### src/rtl/core/wed_pkg.sv
// shared constants and types for the windowed energy detector
// no dependencies
`timescale 1ns / 1ps

package wed_pkg;

  localparam int SAMPLE_BITS    = 16;
  localparam int POWER_W        = 2 * SAMPLE_BITS;
  localparam int WIN_W          = 11;
  localparam int THR_W          = 32;
  localparam int SUM_W          = POWER_W + WIN_W;
  localparam int CFG_IDX_W      = 1;
  localparam int CFG_DATA_W     = 32;
  localparam int WINDOW_MAX_DEF = 1024;

  // register indexes
  localparam logic [CFG_IDX_W-1:0] REG_THRESHOLD = CFG_IDX_W'(0);
  localparam logic [CFG_IDX_W-1:0] REG_WINDOW    = CFG_IDX_W'(1);

  localparam logic [WIN_W-1:0] WIN_RESET = WIN_W'(1);

  // window control from the register block
  typedef struct packed {
    logic             clear;
    logic [WIN_W-1:0] win;
  } wed_ctrl_t;

endpackage

### src/rtl/core/wed_fifo.sv
// two-entry queue of running sums between front and back end
// depends on wed_pkg
`timescale 1ns / 1ps

module wed_fifo import wed_pkg::*; (
  input  logic             clk_i,
  input  logic             rst_ni,
  input  logic             push_i,
  input  logic [SUM_W-1:0] data_i,
  output logic             full_o,
  input  logic             pop_i,
  output logic             valid_o,
  output logic [SUM_W-1:0] data_o
);

  localparam int DEPTH = 2;
  localparam int CNT_W = $clog2(DEPTH + 1);
  localparam int PTR_W = $clog2(DEPTH);

  logic [SUM_W-1:0] slot_q [DEPTH];
  logic [PTR_W-1:0] wr_ptr_q, rd_ptr_q;
  logic [CNT_W-1:0] cnt_q;

  assign full_o  = (cnt_q == CNT_W'(DEPTH));
  assign valid_o = (cnt_q != '0);
  assign data_o  = slot_q[rd_ptr_q];

  always_ff @(posedge clk_i or negedge rst_ni) begin
    if (!rst_ni) begin
      wr_ptr_q <= '0;
      rd_ptr_q <= '0;
      cnt_q    <= '0;
    end else begin
      // depth is a power of two so the pointers wrap on their own
      if (push_i) begin
        wr_ptr_q <= wr_ptr_q + PTR_W'(1);
      end
      if (pop_i) begin
        rd_ptr_q <= rd_ptr_q + PTR_W'(1);
      end
      case ({push_i, pop_i})
        2'b10:   cnt_q <= cnt_q + CNT_W'(1);
        2'b01:   cnt_q <= cnt_q - CNT_W'(1);
        default: cnt_q <= cnt_q;
      endcase
    end
  end

  always_ff @(posedge clk_i) begin
    if (push_i) begin
      slot_q[wr_ptr_q] <= data_i;
    end
  end

endmodule

### config.mk
export PLATFORM = sky130hd
export DESIGN_NAME = wed_fifo
export DESIGN_NICKNAME = d
export VERILOG_FILES = /design/src/rtl/core/wed_pkg.sv /design/src/rtl/core/wed_fifo.sv
export SDC_FILE = /design/constraint.sdc
export NUM_CORES = 1
export LEC_CHECK = 0
export BUFFER_PORTS_ARGS = -buffer_cell sky130_fd_sc_hd__buf_2
export CAP_MARGIN = 20
export CORE_ASPECT_RATIO = 1.4
export CORE_UTILIZATION = 55
export CTS_CLUSTER_DIAMETER = 150
export DETAILED_ROUTE_END_ITERATION = 12
export HOLD_SLACK_MARGIN = 0.06
export PLACE_DENSITY = 0.83
export SLEW_MARGIN = 0
export SYNTH_ARGS = -nofsm -noshare
export SYNTH_HDL_FRONTEND = slang
export SYNTH_SLANG_ARGS = --single-unit
export TNS_END_PERCENT = 50
### constraint.sdc
create_clock -name clk_i -period 7.35 [get_ports clk_i]
set_input_delay 0.735 -clock clk_i [delete_from_list [all_inputs] [get_ports clk_i]]
set_output_delay 0.735 -clock clk_i [all_outputs]
set_load 0.01 [all_outputs]
# After elaboration in Yosys (flattened, before gate mapping)
# Memory sizes are Yosys's and may differ from the RTL's.
# Cells that the tools add are included.
# Widths: inputs -> output; s select.
# word_totals
reg_bits,4
ramBits,86
in_bits,47
output_inout_bits,45
wordCells,16
memories,1
# mem_list
memory,depth,word_bits,read_ports,rd_clocked_by_memory_dff,write_ports,line,text
slot_q,2,43,1,0,1,wed_fifo.sv:20,logic [SUM_W-1:0] slot_q [DEPTH];
# op_classes
n_addsub,4
eq_ne,3
mux,3
reduce_logical,2
# ops
op,count
$eq 2x2->1 const B,2
$pmux 2 s2,1
$reduce_bool 2->1,2
$add 1x1->1 const B,2
$add 2x1->2 const B,1
$eq 2x1->1 const B,1
$mux 1,2
$sub 2x1->2 const B,1

# Logic depth before layout (Yosys ltp)
# logic_depth
ltp_word,2
ltp_mapped,5
depth_no_buf,5

# Least setup slack after synthesis
# OpenSTA, ideal clock, no wires.
# synth_timing
path_type,in2reg
start,input push_i
end,"memory slot_q[0][0] in the netlist's numbering, enable pin"
t_arrival_ps,2600
t_required_ps,6906
path_slack_ps,4306
cell_stages,2
path_cell_list,inv_1 -> nor2_1
# synth_via
elab_chain_cells,2
# synth_lines
item,line,text
from (decl),wed_fifo.sv:8,"input logic push_i,"
$mux 1,wed_fifo.sv:50,if (push_i) begin
$mux 1 (not written as such),wed_fifo.sv:51,slot_q[wr_ptr_q] <= data_i;
to (decl),wed_fifo.sv:20,
# Every way passes these cells.

# Final worst setup path
# layout_timing
start,register rd_ptr_q
end,output data_o[0]
# layout_via
elab_chain_cells,1
# layout_lines
item,line,text
from (decl),wed_fifo.sv:21,"logic [PTR_W-1:0] wr_ptr_q, rd_ptr_q;"
from (signal assigned),wed_fifo.sv:39,rd_ptr_q <= rd_ptr_q + PTR_W'(1);
$mem_v2 2x43,-,
to (decl),wed_fifo.sv:13,output logic [SUM_W-1:0] data_o
# Every way passes these cells.

==> metrics <==
Seq/Total Area, Yosys=76.8%; core area=6170 µm²; vias in the first global route=1630; Compound-Gate Fraction of Synth Area=0%; Starting Density=between 50% and 60%; Worst-Margin Slew=1.06 ns; Pint=around 0.0011 W; Buffers on Ports=91; first-pass GRT wire length=7600 µm; DRT Pass-1 Iters=4; post-route ant nets=0; CP arrival=2.08 ns; CTS Buf Count=9; mux cell area share after synthesis=18.1%; VDD IR max=between 200 and 250 µV; Root Buffer=clkbuf_8; placed insts=310; Die H=96.3 µm; Hold WS=0.186 ns; flip-flop and latch count after synthesis=90; DR WL met2=~2700 µm; Clock Sinks=90; syn_area_per_cell=~23 µm²; HPWL after DPL=3430 µm; Setup TNS Final=0 ns; vias per cell=5.02; chip width=just under 70 µm; P_sw=between 0.0004 and 0.0005 W; routability congestion estimate from global placement=just over 0.8; DRT met1 WL=between 1500 and 2000 µm; CTS H-tree depth=3; Hold-fix buffers, CTS=0; Power per Cell Area=about 370 nW/µm²; Crit Path Class=reg -> out; total gr overflow=0; commonest non-fill, non-tap cell in the layout=buf_2; Clk pwr share=approximately 20%; Row Count=34; XOR/XNOR Fraction of Synth Area=1.25%; post-synthesis simple-gate area fraction=0.753%; worst skew pair latency=0.34 ns; clk slew on worst S/H paths=approximately 0.08 ns; layout cells sized above 1=60.6%; antenna cells=0; Max-cap violations=0; Clock Skew=0.0108 ns; Setup violations, final=0; switch share=28.4%; Flop pwr share=48.3%; die area=roughly 6700 µm²; highest metal used=met4; Mapped Cells=150; Critical-path top delay cell=dfrtp_2; reg2reg path depth=1; # DRC=0; Area Overhead vs Synth=19.0%; CTS-repair resized insts=0; Final Cycle Share=38.2%; initial antenna violation count=0; Synth Area in Adders=0.358%; setup bufs post-CTS=0; Worst Setup Start Kind=flop; via count=1637; Total GRT Usage=between 10% and 20%; clock buffer depth=2; final core utilization=approximately two thirds; CTS tree=done; yosys warns=0; fin crit period=around 2.8 ns; max-slew violations=0; status=finished, final reports clean; CP required=6.61 ns; Detailed Route Iter0 Violations=76; Final nets=between 200 and 300; crit-path cells=buf_4 -> mux2_4 -> buf_2; Comb pwr share=31.3%; main combinational cell family by area after synthesis=multiplexers; Non-Filler Instances=326; drt wl/cell=15.7 µm; Ports=92; Pwr Total=between 0.0015 and 0.002 W; DRT Wirelength=5120 µm; Post-Syn Area=3490 µm²; Leakage=1.69 nW; worst min path class=in -> async; most frequent cells in the layout=buf_2, edfxtp_1, mux2_4; worst-path maximum fanout=26; Hold Vio Cnt, Final=0; Critical Path Max Stage Delay=between 0.7 and 0.8 ns; crit end category=output pin; fmax=356 MHz; largest net degree at the start of global routing=44; Slew HR=between 20 and 30%; RSZ-0062 raised after global routing=no; Synth cell types=14; Met3 Wirelength=about 310 µm; syn nets=198
[power groups by stage]
stage | Combinational (W) | Clock [W] | Sequential [W]
finish | 0.000479 | 0.000312 | 0.000738
floorplan | 0.000404 | 0 | 0.000719
global placement | 0.000484 | 0 | 0.000744
global route | 0.000515 | 0.000336 | 0.000748
CTS | 0.000488 | 0.000319 | 0.000739
detailed placement | 0.000487 | 0 | 0.000750
[per-stage QoR]
stage               setup WS (ns)  instance area, µm²
global placement             4.89                3970
CTS                          4.50                4150
detailed placement           4.89                3970
floorplan                    4.31                3490
global route                 4.43                4150
finish                       4.54                4150
[registers in the layout, indices dropped and copies added (netlist names)]
register / flops
rd_ptr_q: 1
wr_ptr_q: 1
cnt_q: 2
slot_q: 86
[layer usage]
metal	global-route usage [%]	vias up
met3	6.49	8
met2	26.5	55
met1	16.8	795
met4	7.65	0
li1	-	779
met5	0	-
[cells by family (layout without fill, tap and decap cells)]
family,after synthesis,in the layout
flops,90,90
mux,43,43
xor+xnor,5,5
buf+inv,6,110
simple gates,5,5
fa+ha+maj,1,1
[critical path, delay by kind of cell, from the launching register on]
kind     cells  cell delay (ns)
buf+inv      2             0.65
mux          1             0.34
flops        1             0.72
[path summary, 6_finish.rpt]
kind / to / start / slack [ns]
max: data_o[0] / rd_ptr_q / 4.54
min: cnt_q[1] / rst_ni / 0.19
max reg2reg: slot_q[1][1] / wr_ptr_q / 5.65
min reg2reg: cnt_q[1] / cnt_q[1] / 0.49
max in group asynchronous: rd_ptr_q / rst_ni / 7.02
min in group clk_i: cnt_q[1] / cnt_q[1] / 0.49
[Yosys cell counts]
cell type	n	area, µm²
and2_1	1	6.26
buf_12	4	80.1
buf_6	1	11.3
dfrtp_1	4	100
edfxtp_1	86	2580
ha_1	1	12.5
inv_1	1	3.75
mux2_2	4	45.0
mux2_4	39	586
nor2_1	2	7.51
nor2b_1	1	6.26
or2_2	1	6.26
xnor2_1	2	17.5
xor2_1	3	26.3
[area by class of cell]
class	count	area [µm²]
Tap cell	72	90.1
Clock buffer	9	124
Fill cell	388	2010
Multi-Input combinational cell	54	722
Sequential cell	90	2680
Timing Repair Buffer	93	470
Clock inverter	7	60.1
Inverter	1	3.75
Power figures use the tool's default switching activity.
