File: config.mk
export PLATFORM = sky130hd
export DESIGN_NAME = wed_back
export DESIGN_NICKNAME = d
export VERILOG_FILES = /design/src/rtl/core/wed_pkg.sv /design/src/rtl/core/wed_back.sv
export SDC_FILE = /design/constraint.sdc
export NUM_CORES = 1
export LEC_CHECK = 0
export ABC_AREA = 0
export BUFFER_PORTS_ARGS = -buffer_cell sky130_fd_sc_hd__buf_2
export CAP_MARGIN = 10
export CORE_MARGIN = 5
export CORE_UTILIZATION = 57
export CTS_CLUSTER_SIZE = 14
export DETAILED_ROUTE_END_ITERATION = 16
export PLACE_DENSITY = 0.82
export SKIP_CTS_REPAIR_TIMING = 1
export SYNTH_ARGS = -nofsm -noshare
export SYNTH_HDL_FRONTEND = slang
export SYNTH_SLANG_ARGS = --single-unit
File: constraint.sdc
create_clock -name clk_i -period 6.77 [get_ports clk_i]
set_input_delay 1.354 -clock clk_i [delete_from_list [all_inputs] [get_ports clk_i]]
set_output_delay 1.354 -clock clk_i [all_outputs]
set_load 0.02 [all_outputs]
File: src/rtl/core/wed_pkg.sv
// shared constants and types for the windowed energy detector
// no dependencies
`timescale 1ns / 1ps

package wed_pkg;

  localparam int SAMPLE_BITS    = 16;
  localparam int POWER_W        = 2 * SAMPLE_BITS;
  localparam int WIN_W          = 11;
  localparam int THR_W          = 32;
  localparam int SUM_W          = POWER_W + WIN_W;
  localparam int CFG_IDX_W      = 1;
  localparam int CFG_DATA_W     = 32;
  localparam int WINDOW_MAX_DEF = 1024;

  // register indexes
  localparam logic [CFG_IDX_W-1:0] REG_THRESHOLD = CFG_IDX_W'(0);
  localparam logic [CFG_IDX_W-1:0] REG_WINDOW    = CFG_IDX_W'(1);

  localparam logic [WIN_W-1:0] WIN_RESET = WIN_W'(1);

  // window control from the register block
  typedef struct packed {
    logic             clear;
    logic [WIN_W-1:0] win;
  } wed_ctrl_t;

endpackage

File: src/rtl/core/wed_back.sv
// back end: radix-2 divider for sum / window, threshold compare, output register
// depends on wed_pkg
`timescale 1ns / 1ps

module wed_back import wed_pkg::*; (
  input  logic               clk_i,
  input  logic               rst_ni,
  input  logic [WIN_W-1:0]   win_i,
  input  logic [THR_W-1:0]   thr_i,
  input  logic               pop_valid_i,
  input  logic [SUM_W-1:0]   pop_sum_i,
  output logic               pop_o,
  output logic               out_valid_o,
  input  logic               out_ready_i,
  output logic [POWER_W-1:0] out_avg_o,
  output logic               out_det_o
);

  localparam int CNT_W = $clog2(POWER_W + 1);

  logic               busy_q;
  logic [CNT_W-1:0]   cnt_q;
  logic [WIN_W-1:0]   rem_q;
  logic [POWER_W-1:0] quo_q;
  logic               ovalid_q;
  logic [POWER_W-1:0] avg_q;
  logic               det_q;

  logic [WIN_W:0]     trial;
  logic               ge;
  logic [WIN_W-1:0]   step_rem;
  logic               done, xfer;

  // sum < win * 2**POWER_W, so the upper bits already sit below the divisor
  assign trial    = {rem_q, quo_q[POWER_W-1]};
  assign ge       = (trial >= {1'b0, win_i});
  assign step_rem = ge ? WIN_W'(trial - {1'b0, win_i}) : trial[WIN_W-1:0];

  assign done  = busy_q && (cnt_q == CNT_W'(POWER_W));
  assign xfer  = done && (!ovalid_q || out_ready_i);
  assign pop_o = !busy_q && pop_valid_i;

  assign out_valid_o = ovalid_q;
  assign out_avg_o   = avg_q;
  assign out_det_o   = det_q;

  always_ff @(posedge clk_i or negedge rst_ni) begin
    if (!rst_ni) begin
      busy_q   <= 1'b0;
      cnt_q    <= '0;
      ovalid_q <= 1'b0;
    end else begin
      if (pop_o) begin
        busy_q <= 1'b1;
        cnt_q  <= '0;
      end else if (xfer) begin
        busy_q <= 1'b0;
      end else if (busy_q && !done) begin
        cnt_q <= cnt_q + CNT_W'(1);
      end
      if (xfer) begin
        ovalid_q <= 1'b1;
      end else if (out_ready_i) begin
        ovalid_q <= 1'b0;
      end
    end
  end

  always_ff @(posedge clk_i) begin
    if (pop_o) begin
      rem_q <= pop_sum_i[SUM_W-1:POWER_W];
      quo_q <= pop_sum_i[POWER_W-1:0];
    end else if (busy_q && !done) begin
      rem_q <= step_rem;
      quo_q <= {quo_q[POWER_W-2:0], ge};
    end
    if (xfer) begin
      avg_q <= quo_q;
      det_q <= (quo_q >= thr_i);
    end
  end

endmodule

* Yosys cells after proc, flatten, opt, wreduce, memory -nomap -nowiden
Index checks and enable logic that the tools add are counted.
Word-level totals: logic and storage cells 37, register bits 84, input bits 90, output and inout port bits 35
Operators by class: eq/ne operators 2, add/sub/neg operators 2, reduce and logical (&&, ||, !) cells 12, order comparisons 2, muxes and demuxes 12
Operators with widths (count):
- $mux 32 | 2
- $mux 11 | 3
- $ge 32x32->1 | 1
- $mux 6 | 3
- $ge 12x11->1 | 1
- $sub 11x11->11 | 1
- $add 6x1->6 const B | 1
- $eq 6x6->1 const B | 1
- $reduce_bool 2->1 | 3
- $logic_and 1x1->1 | 4
- $mux 1 | 4
- $logic_not 1->1 | 3
- $ne 2x2->1 const B | 1
- $reduce_and 2->1 | 1
- $logic_or 1x1->1 | 1

* Logic depth before layout (Yosys ltp)
Gate-level depths: netlist of run 1.
depth in word-level cells 7, mapped depth 11, depth with buffers taken out 10

* Worst setup path before layout of run 1
No wires, ideal clock.
path kind in2reg, start in win_i[0], end reg rem_q[9] (data pin), path slack 3.199 ns, stages 10, path buffers 1, data arrival time 3.314 ns, required time 6.512 ns, setup time 0.258 ns, cell sequence ha_1 -> inv_1 -> fa_1 -> nand3_1 -> a31oi_1 -> o2111a_1 -> a2111oi_4 -> buf_6 -> a31o_2 -> a21oi_1
Between the ends: longest elaborated chain between the ends 4, elaborated cells between the ends (all ways) 5, classes of those cells add/sub (1); order compare (1); mux (3)
RTL lines:
- from (decl) | line wed_back.sv:8 | input logic [WIN_W-1:0] win_i,
- $sub 11x11->11 or $ge 12x11->1 (tied branches) | line wed_back.sv:37, wed_back.sv:36
- $mux 11 * | line wed_back.sv:37 | assign step_rem = ge ? WIN_W'(trial - {1'b0, win_i}) : trial[WIN_W-1:0];
- $mux 11 * | line wed_back.sv:73 | end else if (busy_q && !done) begin
- $mux 11 * | line wed_back.sv:70 | if (pop_o) begin
- to (signal assigned) | line wed_back.sv:71 | rem_q <= pop_sum_i[SUM_W-1:POWER_W];
- to (signal assigned) | line wed_back.sv:74 | rem_q <= step_rem;
- to (decl) | line wed_back.sv:23 | logic [WIN_W-1:0] rem_q;
Every way passes the cells marked *; elsewhere a longest branch is shown, timed or not. The select of a mux whose other input is x is not followed. A chain may end at the register's enable or synchronous reset.

* Final worst setup path of run 1
start in pop_valid_i, end out pop_o
Between the ends: longest elaborated chain between the ends 1
RTL lines:
- from (decl) | line wed_back.sv:10 | input logic pop_valid_i,
- $logic_and 1x1->1 | line wed_back.sv:41 | assign pop_o = !busy_q && pop_valid_i;
- to (decl) | line wed_back.sv:12 | output logic pop_o,
Every way passes these cells.

==> flow_summary.json, run 1 <==
{
  "hold_violations": 0,
  "fmax_ghz": 0.2357,
  "critPathLaunchType": "primary input",
  "root_buffer": "clkbuf_8",
  "post_drt_wl_per_cell_um": 15.77,
  "grtUsageMet1_pct": 27.96,
  "powerDensity_nw_per_um2": 413.6,
  "setup-tns-final_ns": 0,
  "layout_setup_ws_ns": 2.528,
  "clock_skew_ns": 0.01497,
  "relSlewSlack_pct": 24.14,
  "fin_nets": 708,
  "final_cell_mix": "buf_2 (124), nand2_1 (108), edfxtp_1 (76)",
  "synth_warnings": 0,
  "yosysSeqAreaShare_pct": 52.89,
  "rows": 33,
  "whs_ns": 0.4601,
  "status": "finished, final reports clean",
  "gp_congestion": 0.9240,
  "avgSynthCellArea_um2": 10.50,
  "drive_gt1_share_pct": 26.39,
  "clockBufferDepth": 2,
  "synth-xor-area-share_pct": 1.680,
  "io_pins": 125,
  "p_leak_uw": 0.002753,
  "synth_edf_count": 76,
  "maxCapViolCount": 0,
  "reg2reg_from": "quo_q[31]$_DFFE_PP_",
  "required_ns": 5.42,
  "io_buffers": 124,
  "die-area_um2": 10150,
  "synth_compound_area_share_pct": 11.44,
  "finalSetupViolations": 0,
  "dpl_worst_slack_ns": 2.537,
  "fin_crit_sh_pct": 62.66,
  "startpoint": "pop_valid_i",
  "r2r_slack_ns": 3.37,
  "cts_buffers": 9,
  "grt_busiest_layer": "met2",
  "clk_latency_ns": 0.35,
  "dpl.hpwl_mm": 7.748,
  "r2r_cells": 10,
  "seqCellArea_um2": 2482,
  "ys_seq_elements": 84,
  "grt_pass1_wl_mm": 17.28,
  "layout_min_cycle_time_ns": 4.242,
  "whs_path_depth": 0,
  "yosys.area.top_type": "edfxtp_1",
  "rsz0062_at_grt": "false",
  "grt_use_met3_pct": 5.052,
  "synth_simple_gate_area_share_pct": 14.56,
  "critPathKind": "in -> out",
  "grt_pass1_vias": 3738,
  "drtAntennaViolNets": 0,
  "whs_endpoint": "out_avg_o[0]$_DFFE_PP_",
  "finish.utilization_pct": 69.64,
  "via_count": 3731,
  "synth_mux_area_share_pct": 1.493,
  "multi_input_area_um2": 1966,
  "clk_pin_slew_ns": 0.08,
  "crit_fanout": 48,
  "critPathArrivalTime_ns": 2.89,
  "route.detailed.drc": 0,
  "core_um2": 8134,
  "syn_area_um2": 4693,
  "p_total_uw": 2343,
  "worstHoldStart": "quo_q[0]$_DFFE_PP_",
  "syn_nets": 583,
  "synth.area.top_cells": "edfxtp_1 (49%), ha_1 (12%), nand2_1 (8.6%)",
  "yosys.area.top_type_share_pct": 48.63,
  "drtIter0Drc": 156,
  "antenna_found_initial": 0,
  "end_kind": "primary output",
  "initial_utilization_pct": 57.70,
  "grt_max_degree": 49,
  "grt-ovfl-total": 0,
  "num_antenna_cells": 0,
  "cts_tree": "built",
  "grt_usage_pct": 21.75,
  "cts_sinks": 84,
  "r2r_end": "rem_q[3]$_DFFE_PP_",
  "mostFrequentLayoutCell": "buf_2",
  "nFillCells": 611,
  "slew_viol_final": 0,
  "htree_levels": 3,
  "die_height_um": 100.7,
  "tightest_slew_ns": 1.138,
  "synthArstFlopShare_pct": 9.524,
  "ir_worst_vdd_mv": 0.2108,
  "synth_top_family_by_area": "simple AND/OR/NAND/NOR gates",
  "synthCells": 447,
  "synth_fa_ha_area_share_pct": 12.42,
  "routed_wl_mm": 10.74,
  "yosys.cell_types.count": 51,
  "synthFlopType": "edfxtp_1",
  "chipWidth_um": 100.7,
  "drt_first_pass_iters": 4,
  "min_path_type": "reg -> reg",
  "areaGrowthSynthToFinish_pct": 20.69,
  "vias_per_cell": 5.479,
  "use_met2_pct": 36.25
}
[state kept, by name, summed over array words and instances, names as in the netlist]
name / count
quo_q: 32
out_valid_o: 1
busy_q: 1
out_avg_o: 32
cnt_q: 6
out_det_o: 1
rem_q: 11
[worst max path at each step]
stage / endpoint / slack [ns] / cells past startpoint
CTS: pop_o / 2.51 / 5
floorplan: rem_q[9]$_DFFE_PP_ / 3.20 / 10
detailed placement: pop_o / 2.54 / 5
global placement: pop_o / 2.56 / 5
global route: pop_o / 2.39 / 5
finish: pop_o / 2.53 / 5
[kinds of logic after synthesis]
kind of cell,after synthesis
buffers and inverters,65
AND/OR/NAND/NOR,160
flip-flops,84
multiplexers,7
XOR/XNOR,9
AO/OA/AOI/OAI,76
adder cells (fa/ha/maj),46
[Yosys cell counts (all sizes together) (2+ instances only)]
cell and count:
a211oi 3, and3 2, nand2 108, nor3 2, o31ai 3, ha 45
clkbuf 9, mux2i 7, and4 2, xnor2 5, nand3 9, a31oi 3
edfxtp 76, inv 52, o21a 2, a21o 13, o211ai 2, o21ai 18
a2111oi 3, xor2 4, and2 2, buf 3, dfrtp 8, a21oi 19
nand2b 4, nand4 7, o31a 2, nor2 18
[layer usage]
| metal | share of wire (%) | wire length [um] | vias to the layer above |
|---|---|---|---|
| li1 | - | - | 1807 |
| met1 | 41 | 4370 | 1746 |
| met2 | 49 | 5299 | 159 |
| met3 | 8.5 | 914 | 19 |
| met4 | 1.4 | 153 | 0 |
| met5 | 0 | 0 | - |
[per-stage QoR]
step                      std cells  instance area, um^2
after floorplan                 447                 4693
after global routing            681                 5664
after detailed placement        665                 5406
after global placement          665                 5406
final                           681                 5664
after CTS                       680                 5644
[where the power goes]
| part | leakage [uW] | switching [uW] | internal, uW | total (uW) |
|---|---|---|---|---|
| combinational | 0.00180 | 519 | 406 | 925 |
| sequential | 0.000846 | 140 | 851 | 991 |
| clock | 0.000112 | 184 | 244 | 427 |
| total | 0.00275 | 843 | 1500 | 2340 |
[final cells by class]
class	count	share of cell area, %
flip-flops and latches	84	43.83
clock buffers	9	2.187
inverters	53	3.512
clock inverters	6	2.010
multi-input cells	298	34.70
repair buffers	126	11.44
well taps	105	2.319
[worst max-delay path, cell delays in order]
cell      delay (ns)
buf_2           0.12
nand2b_2        0.67
clkinv_1        0.17
buf_4           0.33
buf_2           0.23
Power figures use the tool's default switching activity.
==> run 2: changes to the inputs <==
- CORE_UTILIZATION: 57 -> 48
- PLACE_DENSITY: 0.82 -> 0.74
- clock period: 6.77 -> 3.72 ns (I/O delays scaled with it)
==> flow_summary.json, run 2 (synthesis gave the netlist of run 1 again) <==
{
  "ir_worst_vdd_mv": 0.3513,
  "routed_wl_mm": 10.28,
  "mostFrequentLayoutCell": "buf_2",
  "fin_nets": 710,
  "cts_tree": "built",
  "fmax_ghz": 0.3427,
  "relSlewSlack_pct": 33.45,
  "critPathLaunchType": "flip-flop",
  "via_count": 3597,
  "setup-tns-final_ns": 0,
  "cts_sinks": 84,
  "core_um2": 9639,
  "crit_fanout": 17,
  "critPathArrivalTime_ns": 3.00,
  "finish.utilization_pct": 58.75,
  "chipWidth_um": 108.9,
  "drt_first_pass_iters": 4,
  "dp.cells": 696,
  "clockBufferDepth": 2,
  "areaGrowthSynthToFinish_pct": 20.66,
  "gp_congestion": 0.9023,
  "antenna_found_initial": 0,
  "fin_crit_sh_pct": 78.44,
  "required_ns": 3.81,
  "grt-ovfl-total": 0,
  "grt_usage_pct": 17.89,
  "powerDensity_nw_per_um2": 721.6,
  "drtAntennaViolNets": 0,
  "place_area_um2": 5464,
  "r2r_cells": 11,
  "io_buffers": 124,
  "whs_ns": 0.2167,
  "maxCapViolCount": 0,
  "die_height_um": 108.9,
  "cts_buffers": 9,
  "layout_min_cycle_time_ns": 2.918,
  "final_cell_area_um2": 5663,
  "rsz0062_at_grt": "false",
  "clock_skew_ns": 0.006457,
  "die-area_um2": 11850,
  "num_antenna_cells": 0,
  "vias_per_cell": 5.052,
  "drtIter0Drc": 126,
  "dpl.hpwl_mm": 7.700,
  "finalSetupViolations": 0,
  "end_kind": "flip-flop",
  "io_pins": 125,
  "grt_pass1_vias": 3618,
  "hold_violations": 0,
  "clk_pin_slew_ns": 0.09,
  "root_buffer": "clkbuf_8",
  "stdcell_count": 712,
  "drive_gt1_share_pct": 26.77,
  "final_cell_mix": "buf_2 (124), nand2_1 (108), edfxtp_1 (76)",
  "post_drt_wl_per_cell_um": 14.43,
  "grt_pass1_wl_mm": 16.60,
  "grt_max_degree": 48,
  "critPathKind": "reg -> reg",
  "route.detailed.drc": 0,
  "p_leak_uw": 0.002740,
  "status": "finished, final reports clean",
  "htree_levels": 3,
  "min_path_type": "in -> async",
  "slew_viol_final": 0,
  "tightest_slew_ns": 0.9968,
  "clk_latency_ns": 0.35,
  "rows": 36,
  "initial_utilization_pct": 48.69
}
## run 2: cell type report
type,instances,area [um^2]
clock buffer,9,123.9
clock inverter,7,75.07
fill,879,3976
inverter,53,198.9
multi-input combinational,298,1966
sequential,84,2482
tap,133,166.4
timing repair buffer,128,650.6
## run 2: where the power goes
| group | leakage [uW] | total, uW | internal, uW | switching, uW |
|---|---|---|---|---|
| Combinational | 0.00180 | 1640 | 740 | 901 |
| Clock | 0.0000923 | 655 | 314 | 342 |
| Sequential | 0.000846 | 1790 | 1550 | 243 |
## run 2: metal layers
layer / up-vias / track usage, % / share of wire, % / wire [um]
met5: - / 0 / 0 / 0
li1: 1811 / - / - / -
met1: 1678 / 23.33 / 45 / 4588
met3: 9 / 4.618 / 6.3 / 650
met2: 99 / 29.65 / 48 / 4933
met4: 0 / 4.869 / 1.0 / 104
## run 2: stage by stage
step	power, uW	setup slack, ns
after global placement	3371	0.6394
after floorplan	3026	0.6973
after global routing	4439	0.6365
final	4087	0.8020
after detailed placement	3455	0.5475
after CTS	4123	0.7912
## run 2: final timing paths
kind                                     startpoint                      end  slack [ns]
worst min-delay path                         rst_ni     cnt_q[1]$_DFFE_PN0P_        0.22
worst min register to register   quo_q[0]$_DFFE_PP_   out_avg_o[0]$_DFFE_PP_        0.47
max in group asynchronous                    rst_ni  out_valid_o$_DFFE_PN0P_        3.33
worst max-delay path            quo_q[31]$_DFFE_PP_       rem_q[7]$_DFFE_PP_        0.80
min in group clk_i               quo_q[0]$_DFFE_PP_   out_avg_o[0]$_DFFE_PP_        0.47
worst max register to register  quo_q[31]$_DFFE_PP_       rem_q[7]$_DFFE_PP_        0.80
## run 2: worst max-delay path, stage by stage (launching register included)
cell,delay [ns]
edfxtp_1,0.43
inv_1,0.14
ha_1,0.19
inv_1,0.06
fa_1,0.41
nand3_1,0.15
a31oi_1,0.09
o2111a_1,0.27
a2111oi_4,0.31
buf_4,0.31
mux2i_1,0.22
a21oi_1,0.08
